## config.mk

```make
export PLATFORM = sky130hd
export DESIGN_NAME = us_aqi_from_particulates_core_flat
export DESIGN_NICKNAME = d
export VERILOG_FILES = /design/src/rtl/aqi_pkg.sv /design/src/rtl/aqi_if.sv /design/src/rtl/aqi_sub_pipe.sv /design/src/rtl/aqi_combine.sv /design/src/rtl/us_aqi_from_particulates_core.sv /design/src/flat_wrapper.sv
export SDC_FILE = /design/constraint.sdc
export NUM_CORES = 2
export LEC_CHECK = 0
export BUFFER_PORTS_ARGS = -buffer_cell sky130_fd_sc_hd__buf_4
export CORE_MARGIN = 10
export CORE_UTILIZATION = 55
export DETAILED_ROUTE_END_ITERATION = 10
export GPL_TIMING_DRIVEN = 0
export PLACE_DENSITY = 0.67
export RECOVER_POWER = 50
export REMOVE_ABC_BUFFERS = 1
export SETUP_SLACK_MARGIN = 0.1
export SYNTH_ARGS = -nofsm -noshare
export SYNTH_HDL_FRONTEND = slang
export SYNTH_SLANG_ARGS = --single-unit
```

## constraint.sdc

```tcl
create_clock -name clk -period 16 [get_ports clk]
set_clock_uncertainty 0.15 [all_clocks]
set_input_delay 1.6 -clock clk [delete_from_list [all_inputs] [get_ports clk]]
set_output_delay 1.6 -clock clk [all_outputs]
set_load 0.1 [all_outputs]
```

## src/rtl/aqi_pkg.sv

```systemverilog
// Package for the particulate AQI core: breakpoint tables, reciprocals and shared types.
// No dependencies; aqi_sub_pipe, aqi_combine, the top level and the testbench import it.
`default_nettype none

package aqi_pkg;

	localparam int SEGS = 6;

	// Truncation to tenths or units: floor(x / 10) as (x * DIV10_MUL) >> DIV10_SHIFT.
	// The reciprocal is exact for every x below 2**18.
	localparam int DIV10_SHIFT = 20;
	localparam logic [16:0] DIV10_MUL = 17'd104858;
	localparam int CONC_W = 14;

	// Rounded interpolation: floor(n / d) as (n * R) >> RECIP_SHIFT, R = ceil(2**30 / d).
	// With n below 2**19 and d below 2**11 the error never reaches a whole step.
	localparam int RECIP_SHIFT = 30;
	localparam int RECIP_W = 24;
	localparam int NUM_W = 18;
	localparam int RND_W = 19;
	localparam int PROD_W = RND_W + RECIP_W;

	localparam logic [1:0] DOM_NONE = 2'd0;
	localparam logic [1:0] DOM_FINE = 2'd1;
	localparam logic [1:0] DOM_COARSE = 2'd2;

	localparam logic signed [9:0] IDX_INVALID = -10'sd1;

	// PM2.5 in tenths of ug/m3.
	localparam logic [11:0] FINE_C_LO [SEGS] = '{12'd0, 12'd91, 12'd355, 12'd555, 12'd1255,
		12'd2255};
	localparam logic [11:0] FINE_C_HI [SEGS] = '{12'd90, 12'd354, 12'd554, 12'd1254, 12'd2254,
		12'd3254};
	localparam logic [8:0] FINE_I_LO [SEGS] = '{9'd0, 9'd51, 9'd101, 9'd151, 9'd201, 9'd301};
	localparam logic [7:0] FINE_SLOPE [SEGS] = '{8'd50, 8'd49, 8'd49, 8'd49, 8'd99, 8'd199};
	localparam logic [9:0] FINE_SPAN [SEGS] = '{10'd90, 10'd263, 10'd199, 10'd699, 10'd999,
		10'd999};
	localparam logic [RECIP_W-1:0] FINE_RECIP [SEGS] = '{
		RECIP_W'(((64'd1 << RECIP_SHIFT) + 64'd180 - 64'd1) / 64'd180),
		RECIP_W'(((64'd1 << RECIP_SHIFT) + 64'd526 - 64'd1) / 64'd526),
		RECIP_W'(((64'd1 << RECIP_SHIFT) + 64'd398 - 64'd1) / 64'd398),
		RECIP_W'(((64'd1 << RECIP_SHIFT) + 64'd1398 - 64'd1) / 64'd1398),
		RECIP_W'(((64'd1 << RECIP_SHIFT) + 64'd1998 - 64'd1) / 64'd1998),
		RECIP_W'(((64'd1 << RECIP_SHIFT) + 64'd1998 - 64'd1) / 64'd1998)};

	// PM10 in whole ug/m3.
	localparam logic [11:0] COARSE_C_LO [SEGS] = '{12'd0, 12'd55, 12'd155, 12'd255, 12'd355,
		12'd425};
	localparam logic [11:0] COARSE_C_HI [SEGS] = '{12'd54, 12'd154, 12'd254, 12'd354, 12'd424,
		12'd604};
	localparam logic [8:0] COARSE_I_LO [SEGS] = '{9'd0, 9'd51, 9'd101, 9'd151, 9'd201, 9'd301};
	localparam logic [7:0] COARSE_SLOPE [SEGS] = '{8'd50, 8'd49, 8'd49, 8'd49, 8'd99, 8'd199};
	localparam logic [9:0] COARSE_SPAN [SEGS] = '{10'd54, 10'd99, 10'd99, 10'd99, 10'd69,
		10'd179};
	localparam logic [RECIP_W-1:0] COARSE_RECIP [SEGS] = '{
		RECIP_W'(((64'd1 << RECIP_SHIFT) + 64'd108 - 64'd1) / 64'd108),
		RECIP_W'(((64'd1 << RECIP_SHIFT) + 64'd198 - 64'd1) / 64'd198),
		RECIP_W'(((64'd1 << RECIP_SHIFT) + 64'd198 - 64'd1) / 64'd198),
		RECIP_W'(((64'd1 << RECIP_SHIFT) + 64'd198 - 64'd1) / 64'd198),
		RECIP_W'(((64'd1 << RECIP_SHIFT) + 64'd138 - 64'd1) / 64'd138),
		RECIP_W'(((64'd1 << RECIP_SHIFT) + 64'd358 - 64'd1) / 64'd358)};

	// One sub-index at the end of its third stage.
	typedef struct packed {
		logic ok;
		logic [8:0] i_lo;
		logic [PROD_W-1:0] prod;
	} sub_s3_t;

endpackage

`default_nettype wire

```

## src/rtl/aqi_if.sv

```systemverilog
// Channel interfaces of the particulate AQI core: reading in, indexes out.
// Depends on nothing; used by the top level.
`default_nettype none

interface aqi_in_if;
	logic valid;
	logic ready;
	logic meas_valid;
	logic signed [17:0] pm25_hundredths;
	logic signed [17:0] pm10_tenths;

	modport source (output valid, meas_valid, pm25_hundredths, pm10_tenths, input ready);
	modport sink (input valid, meas_valid, pm25_hundredths, pm10_tenths, output ready);
endinterface

interface aqi_out_if;
	logic valid;
	logic ready;
	logic [8:0] overall_index;
	logic signed [9:0] fine_index;
	logic signed [9:0] coarse_index;
	logic [1:0] dominant;
	logic index_valid;

	modport source (output valid, overall_index, fine_index, coarse_index, dominant,
		index_valid, input ready);
	modport sink (input valid, overall_index, fine_index, coarse_index, dominant,
		index_valid, output ready);
endinterface

`default_nettype wire

```

## src/rtl/aqi_sub_pipe.sv

```systemverilog
// Three-stage sub-index datapath for one pollutant: truncation, segment and slope, rounding.
// Depends on aqi_pkg.
`default_nettype none

module aqi_sub_pipe
	import aqi_pkg::*;
(
	input wire logic clk,
	input wire logic en,
	input wire logic coarse,
	input wire logic ok,
	input wire logic [16:0] conc,
	output sub_s3_t sub_s3
);

	// Stage 1: reciprocal product for the divide by ten.
	logic ok_s1;
	logic [33:0] prod_s1;

	always_ff @(posedge clk) begin
		if (en) begin
			ok_s1 <= ok;
			prod_s1 <= 34'(conc) * 34'(DIV10_MUL);
		end
	end

	// Stage 2: segment search, clamp and slope product.
	logic [CONC_W-1:0] c_trunc;
	logic [2:0] seg;
	logic [11:0] c_clamp;
	logic [11:0] c_lo_sel;
	logic [11:0] c_hi_top;
	logic [7:0] slope_sel;
	logic [9:0] diff;
	logic [NUM_W-1:0] num_d;

	assign c_trunc = prod_s1[DIV10_SHIFT +: CONC_W];

	always_comb begin
		seg = 3'(SEGS - 1);
		for (int i = SEGS - 1; i >= 0; i--) begin
			if ({2'b00, (coarse ? COARSE_C_HI[i] : FINE_C_HI[i])} >= c_trunc) begin
				seg = 3'(i);
			end
		end
		c_hi_top = coarse ? COARSE_C_HI[SEGS-1] : FINE_C_HI[SEGS-1];
		c_clamp = (c_trunc > {2'b00, c_hi_top}) ? c_hi_top : c_trunc[11:0];
		c_lo_sel = coarse ? COARSE_C_LO[seg] : FINE_C_LO[seg];
		slope_sel = coarse ? COARSE_SLOPE[seg] : FINE_SLOPE[seg];
		diff = 10'(c_clamp - c_lo_sel);
		num_d = NUM_W'(diff) * NUM_W'(slope_sel);
	end

	logic ok_s2;
	logic [2:0] seg_s2;
	logic [NUM_W-1:0] num_s2;

	always_ff @(posedge clk) begin
		if (en) begin
			ok_s2 <= ok_s1;
			seg_s2 <= seg;
			num_s2 <= num_d;
		end
	end

	// Stage 3: (2 * num + span) times the reciprocal of 2 * span.
	logic [RND_W-1:0] rnd;
	logic [9:0] span_sel;
	logic [RECIP_W-1:0] recip_sel;

	always_comb begin
		span_sel = coarse ? COARSE_SPAN[seg_s2] : FINE_SPAN[seg_s2];
		recip_sel = coarse ? COARSE_RECIP[seg_s2] : FINE_RECIP[seg_s2];
		rnd = {num_s2, 1'b0} + RND_W'(span_sel);
	end

	always_ff @(posedge clk) begin
		if (en) begin
			sub_s3.ok <= ok_s2;
			sub_s3.i_lo <= coarse ? COARSE_I_LO[seg_s2] : FINE_I_LO[seg_s2];
			sub_s3.prod <= PROD_W'(rnd) * PROD_W'(recip_sel);
		end
	end

endmodule

`default_nettype wire

```

## src/rtl/aqi_combine.sv

```systemverilog
// Fourth stage: finishes both sub-indexes, picks the dominant one and holds the result.
// Depends on aqi_pkg.
`default_nettype none

module aqi_combine
	import aqi_pkg::*;
(
	input wire logic clk,
	input wire logic en,
	input sub_s3_t fine_s3,
	input sub_s3_t coarse_s3,
	output logic [8:0] overall_s4,
	output logic signed [9:0] fine_s4,
	output logic signed [9:0] coarse_s4,
	output logic [1:0] dominant_s4,
	output logic index_valid_s4
);

	logic [8:0] fi;
	logic [8:0] ci;
	logic fine_wins;

	always_comb begin
		fi = fine_s3.i_lo + fine_s3.prod[RECIP_SHIFT +: 9];
		ci = coarse_s3.i_lo + coarse_s3.prod[RECIP_SHIFT +: 9];
		fine_wins = fine_s3.ok && (!coarse_s3.ok || fi >= ci);
	end

	always_ff @(posedge clk) begin
		if (en) begin
			fine_s4 <= fine_s3.ok ? $signed({1'b0, fi}) : IDX_INVALID;
			coarse_s4 <= coarse_s3.ok ? $signed({1'b0, ci}) : IDX_INVALID;
			if (fine_wins) begin
				overall_s4 <= fi;
				dominant_s4 <= DOM_FINE;
			end else if (coarse_s3.ok) begin
				overall_s4 <= ci;
				dominant_s4 <= DOM_COARSE;
			end else begin
				overall_s4 <= 9'd0;
				dominant_s4 <= DOM_NONE;
			end
			index_valid_s4 <= fine_s3.ok || coarse_s3.ok;
		end
	end

endmodule

`default_nettype wire

```

## src/rtl/us_aqi_from_particulates_core.sv

```systemverilog
// US AQI from PM2.5 and PM10 as a four-stage pipeline; uses aqi_pkg, aqi_if,
// aqi_sub_pipe and aqi_combine.
// Throughput: one reading per cycle, since every stage takes a new item at each enabled edge.
// A stall on the output freezes every stage together, so items are held, never lost.
// Reset (arst_n low, asynchronous) clears only the stage valid bits; data registers are free.
`default_nettype none

module us_aqi_from_particulates_core
	import aqi_pkg::*;
(
	input wire logic clk,
	input wire logic arst_n,
	aqi_in_if.sink reading,
	aqi_out_if.source indexes
);

	// The whole pipeline moves as one. It advances whenever the output register is empty
	// or its contents are taken in this cycle, so a reading can follow every cycle. A
	// bubble that reaches the output register is filled even while the sink holds back.
	logic en;
	logic vld_s1;
	logic vld_s2;
	logic vld_s3;
	logic vld_s4;

	assign en = !vld_s4 || indexes.ready;
	assign reading.ready = en;

	always_ff @(posedge clk or negedge arst_n) begin
		if (!arst_n) begin
			vld_s1 <= 1'b0;
			vld_s2 <= 1'b0;
			vld_s3 <= 1'b0;
			vld_s4 <= 1'b0;
		end else if (en) begin
			vld_s1 <= reading.valid;
			vld_s2 <= vld_s1;
			vld_s3 <= vld_s2;
			vld_s4 <= vld_s3;
		end
	end

	// A sub-index is computed only when the reading is valid and its concentration is
	// not negative; the sign bit alone decides, so any negative value counts as invalid.
	logic fine_ok;
	logic coarse_ok;

	assign fine_ok = reading.meas_valid && !reading.pm25_hundredths[17];
	assign coarse_ok = reading.meas_valid && !reading.pm10_tenths[17];

	// Both pollutants share one datapath design; the table select is tied off per instance.
	sub_s3_t fine_s3;
	sub_s3_t coarse_s3;

	aqi_sub_pipe u_fine (
		.clk(clk),
		.en(en),
		.coarse(1'b0),
		.ok(fine_ok),
		.conc(reading.pm25_hundredths[16:0]),
		.sub_s3(fine_s3)
	);

	aqi_sub_pipe u_coarse (
		.clk(clk),
		.en(en),
		.coarse(1'b1),
		.ok(coarse_ok),
		.conc(reading.pm10_tenths[16:0]),
		.sub_s3(coarse_s3)
	);

	// The last stage doubles as the output register.
	aqi_combine u_combine (
		.clk(clk),
		.en(en),
		.fine_s3(fine_s3),
		.coarse_s3(coarse_s3),
		.overall_s4(indexes.overall_index),
		.fine_s4(indexes.fine_index),
		.coarse_s4(indexes.coarse_index),
		.dominant_s4(indexes.dominant),
		.index_valid_s4(indexes.index_valid)
	);

	assign indexes.valid = vld_s4;

`ifndef NO_ASSERTIONS
	// With no sub-index the result must be the empty one.
	a_empty_result: assert property (@(posedge clk) disable iff (!arst_n)
		(vld_s4 && !indexes.index_valid) |-> (indexes.overall_index == 9'd0 &&
		indexes.dominant == DOM_NONE && indexes.fine_index == IDX_INVALID &&
		indexes.coarse_index == IDX_INVALID))
		else $error("empty result carries a nonzero field");

	// PM2.5 dominant: overall equals it and PM10 is invalid or not larger.
	a_fine_dom: assert property (@(posedge clk) disable iff (!arst_n)
		(vld_s4 && indexes.dominant == DOM_FINE) |-> (indexes.fine_index ==
		$signed({1'b0, indexes.overall_index}) && (indexes.coarse_index == IDX_INVALID ||
		indexes.coarse_index <= indexes.fine_index)))
		else $error("PM2.5 marked dominant without winning");

	// PM10 dominant: overall equals it and PM2.5 is invalid or strictly smaller.
	a_coarse_dom: assert property (@(posedge clk) disable iff (!arst_n)
		(vld_s4 && indexes.dominant == DOM_COARSE) |-> (indexes.coarse_index ==
		$signed({1'b0, indexes.overall_index}) && (indexes.fine_index == IDX_INVALID ||
		indexes.fine_index < indexes.coarse_index)))
		else $error("PM10 marked dominant without winning");
`endif

endmodule

`default_nettype wire

```

## src/flat_wrapper.sv

```systemverilog
// flat-port wrapper written by rule: the top's interface ports become plain ports
module us_aqi_from_particulates_core_flat import aqi_pkg::*;
  (clk, arst_n, reading_valid, reading_meas_valid, reading_pm25_hundredths, reading_pm10_tenths, reading_ready, indexes_valid, indexes_overall_index, indexes_fine_index, indexes_coarse_index, indexes_dominant, indexes_index_valid, indexes_ready);
  aqi_in_if reading_i ();
  aqi_out_if indexes_i ();
  input wire logic clk;
  input wire logic arst_n;
  input wire logic [$bits(reading_i.valid)-1:0] reading_valid;
  input wire logic [$bits(reading_i.meas_valid)-1:0] reading_meas_valid;
  input wire logic [$bits(reading_i.pm25_hundredths)-1:0] reading_pm25_hundredths;
  input wire logic [$bits(reading_i.pm10_tenths)-1:0] reading_pm10_tenths;
  output wire logic [$bits(reading_i.ready)-1:0] reading_ready;
  output wire logic [$bits(indexes_i.valid)-1:0] indexes_valid;
  output wire logic [$bits(indexes_i.overall_index)-1:0] indexes_overall_index;
  output wire logic [$bits(indexes_i.fine_index)-1:0] indexes_fine_index;
  output wire logic [$bits(indexes_i.coarse_index)-1:0] indexes_coarse_index;
  output wire logic [$bits(indexes_i.dominant)-1:0] indexes_dominant;
  output wire logic [$bits(indexes_i.index_valid)-1:0] indexes_index_valid;
  input wire logic [$bits(indexes_i.ready)-1:0] indexes_ready;
  assign reading_i.valid = reading_valid;
  assign reading_i.meas_valid = reading_meas_valid;
  assign reading_i.pm25_hundredths = reading_pm25_hundredths;
  assign reading_i.pm10_tenths = reading_pm10_tenths;
  assign reading_ready = reading_i.ready;
  assign indexes_valid = indexes_i.valid;
  assign indexes_overall_index = indexes_i.overall_index;
  assign indexes_fine_index = indexes_i.fine_index;
  assign indexes_coarse_index = indexes_i.coarse_index;
  assign indexes_dominant = indexes_i.dominant;
  assign indexes_index_valid = indexes_i.index_valid;
  assign indexes_i.ready = indexes_ready;
  us_aqi_from_particulates_core u_core (.clk(clk), .arst_n(arst_n), .reading(reading_i), .indexes(indexes_i));
endmodule
```

==> metrics.yaml <==
avgSynthCellArea_um2: 9.61
ant_nets: 0
dp_hpwl_um: 95400
required_ns: 16.04
fmax_mhz: 72.5
maxCapViolCount: 2
crit_cells: 33
clkLatencyLatePin_ns: 0.46
antenna_found_initial: 0
drc: 0
syn_to_final_growth_pct: 4.97
grt_max_degree: 67
wl_per_cell_um: 18.6
ys_warn_count: 0
grt_pass1_wl_um: 177000
holdPathStages: 0
netlist.area_leader.share: 0.421
grt_pass1_vias: 33100
htree_levels: 4
r2r_cells: 33
slew_headroom: -1.46
firstDrtPassIters: 7
synth_top_area_cell: "fa_1"
crit_path_max_incr_delay_ns: 1.11
critPathTopFamily: "adder cells"
n_fill_cell: 7391
die_w_um: 308
syn_area_um2: 45500
setup_violations: 0
die_y_um: 308
critPathMaxFanout: 25
slew_violations: 129
wirelength_um: 109000
rsz0062_at_grt: "no"
routed-via-count: 30700
numCtsBuffers: 17
fp.coreArea_um2: 82000
synth_cell_types: 84
n_antenna_cell: 0
postCtsSetupBuffers: 0
violations: "capacitance limit, slew limit"
finalHoldViolations: 0
grt_overflow_total: 0
synth-seq-cells: 146
holdCritPathClass: "reg2reg"
tns_ns: 0
dr.first_iter.drc_count: 2252
clock_sinks: 146
rows: 105
critPathCaptureType: "register"
post-route-period-util: 0.862
netlist_instances: 4733
worstPathArrival_ns: 13.83
yosysSeqAreaShare: 0.0960
period_needed_ns: 13.79
status: "finished with violations"
synthTopCellsByArea: "fa_1, ha_1, inv_1"
cts_root_buffer: "clkbuf_16"
synth_ff_type: "edfxtp_1"
cts_hold_buf: 0
port_buffers: 74
drive_gt1_frac: 0.0335
crit_top_cell: "fa_1"
cts_tree: "built"
design.die.area_um2: 94600
async_reset_ff_frac: 0.0274
clockBufferDepth: 2
cpMaxStageDelayCell: "edfxtp_1"
synth-edff-count: 142
initial_core_util: 0.555
clkTransAtPathRegs_ns: 0.07
nNetsFinal: 6423
vias_per_cell: 5.25
worstMarginPinSlew_ns: 3.69
place_congestion: 0.981
num_io_pins: 75
path_class: "reg2reg"
grtUsageTotal: 0.240
path_buf_inv: 4
post_cts_resized: 0
cp-start-kind: "register"
## kinds of logic (layout without fill, tap and decap cells)
kind of cell	after synthesis	after routing	synth area share
other	1	1	0.0000825
buffers and inverters	1544	1591	0.128
DFF	146	146	0.0960
adders and majority gates	1615	1615	0.602
xor gates and xnor gates	156	156	0.0309
muxes	3	3	0.000743
and+or+nand+nor	952	952	0.0955
AOI/OAI and AO/OA	316	316	0.0469
## cells in the final DEF, fill, tap and decap left out, types with 11 or more instances in the layout
master     netlist  final
a21oi_1         83     83
and2_1          69     68
xnor2_1        111    110
buf_4            0     68
nor3_1          39     39
inv_1         1465   1465
a211oi_1        11     11
xor2_1          42     42
o21ai_0         68     68
or3_1           18     18
and3_1          21     21
nor2_1         307    307
nand3_1         35     35
or2_2           18     18
nor2b_1         26     26
nand2b_1        66     66
clkbuf_16        0     17
nand2_1        317    317
a21o_1          32     32
ha_1           659    658
o21a_1          13     13
o21bai_1        18     18
edfxtp_1       142    142
fa_1           956    956
## path summary, 6_finish.rpt
kind	slack, ns	startpoint	endpoint
max in group asynchronous	14.70	arst_n	u_core.vld_s2
min in group asynchronous	0.81	arst_n	u_core.vld_s3
worst min-delay path	0.27	u_core.u_fine.ok_s1	u_core.u_fine.ok_s2
worst max-delay path	2.21	u_core.u_fine.seg_s2[1]	u_core.u_fine.sub_s3[38]
worst min register to register	0.27	u_core.u_fine.ok_s1	u_core.u_fine.ok_s2
worst max register to register	2.21	u_core.u_fine.seg_s2[1]	u_core.u_fine.sub_s3[38]
## per-layer routing
layer	vias to the layer above	track usage	wire length (um)
met1	15300	0.332	47500
met3	153	0.0569	9330
met4	0	0.0684	3070
met5	-	0	0
met2	1024	0.376	48700
li1	14200	-	-
## worst reg2reg max path, delay by kind of cell (launching register included)
family,cells,cell delay [ns]
buffers and inverters,4,1.32
DFF,1,1.11
AOI/OAI and AO/OA,11,3.19
and+or+nand+nor,7,2.12
xor gates and xnor gates,2,1.26
adders and majority gates,9,4.36
## through the flow
| stage | cells | utilization | worst slack (ns) | cell area (um2) | hold WS, ns |
|---|---|---|---|---|---|
| 5_1_grt | 5850 | 0.582 | 1.56 | 47700 | 0.278 |
| 6_report | 5850 | 0.582 | 2.21 | 47700 | 0.272 |
| 3_3_place_gp | 5811 | 0.575 | 2.31 | 47100 | 0.252 |
| 2_1_floorplan | 4667 | - | 5.95 | 45200 | 0.250 |
| 4_1_cts | 5850 | 0.584 | 2.40 | 47900 | 0.273 |
| 3_5_place_dp | 5818 | 0.577 | 2.45 | 47300 | 0.255 |
## state kept, by name (all words and copies together) (netlist names), 2 cells and up
register / cells
u_core.u_fine.prod_s1: 14
u_core.u_combine.dominant_s4: 2
u_core.u_coarse.num_s2: 18
u_core.u_fine.sub_s3: 18
u_core.u_coarse.prod_s1: 14
u_core.u_combine.coarse_s4: 10
u_core.u_fine.seg_s2: 3
u_core.u_coarse.seg_s2: 3
u_core.u_combine.overall_s4: 9
u_core.u_combine.fine_s4: 10
u_core.u_fine.num_s2: 18
u_core.u_coarse.sub_s3: 18
## synth_stat cells, drive strengths merged (3+ instances only)
| cell | instances |
|---|---|
| nand4 | 11 |
| clkinv | 7 |
| o211ai | 10 |
| mux2 | 3 |
| a21oi | 84 |
| clkbuf | 59 |
| o31ai | 10 |
| nor3 | 40 |
| o21bai | 18 |
| and3 | 21 |
| o41ai | 6 |
| or3 | 18 |
| nor2 | 311 |
| xor2 | 44 |
| a31o | 6 |
| nor4 | 9 |
| a2111oi | 9 |
| a31oi | 7 |
| a21o | 32 |
| nand2b | 67 |
| o22ai | 4 |
| and2 | 70 |
| nor2b | 26 |
| buf | 7 |
| or2 | 20 |
| xnor2 | 111 |
| ha | 659 |
| inv | 1471 |
| fa | 956 |
| a21boi | 6 |
| dfrtp | 4 |
| o21ai | 73 |
| nand3 | 35 |
| edfxtp | 142 |
| nand2 | 317 |
| a211oi | 11 |
| a211o | 4 |
| o21a | 13 |
## area by class of cell
class                      instances  area (um2)  share of cell area
multi-input combinational       3043       35300               0.740
inverter                        1478        5550               0.116
sequential                       146        4360              0.0914
tap                             1070        1340              0.0280
timing repair buffer              81         597              0.0125
clock buffer                      18         429             0.00899
clock inverter                    14         144             0.00301
Power is not shown: default switching activity piles up to over one toggle a cycle in this logic, so the estimate is an artifact.
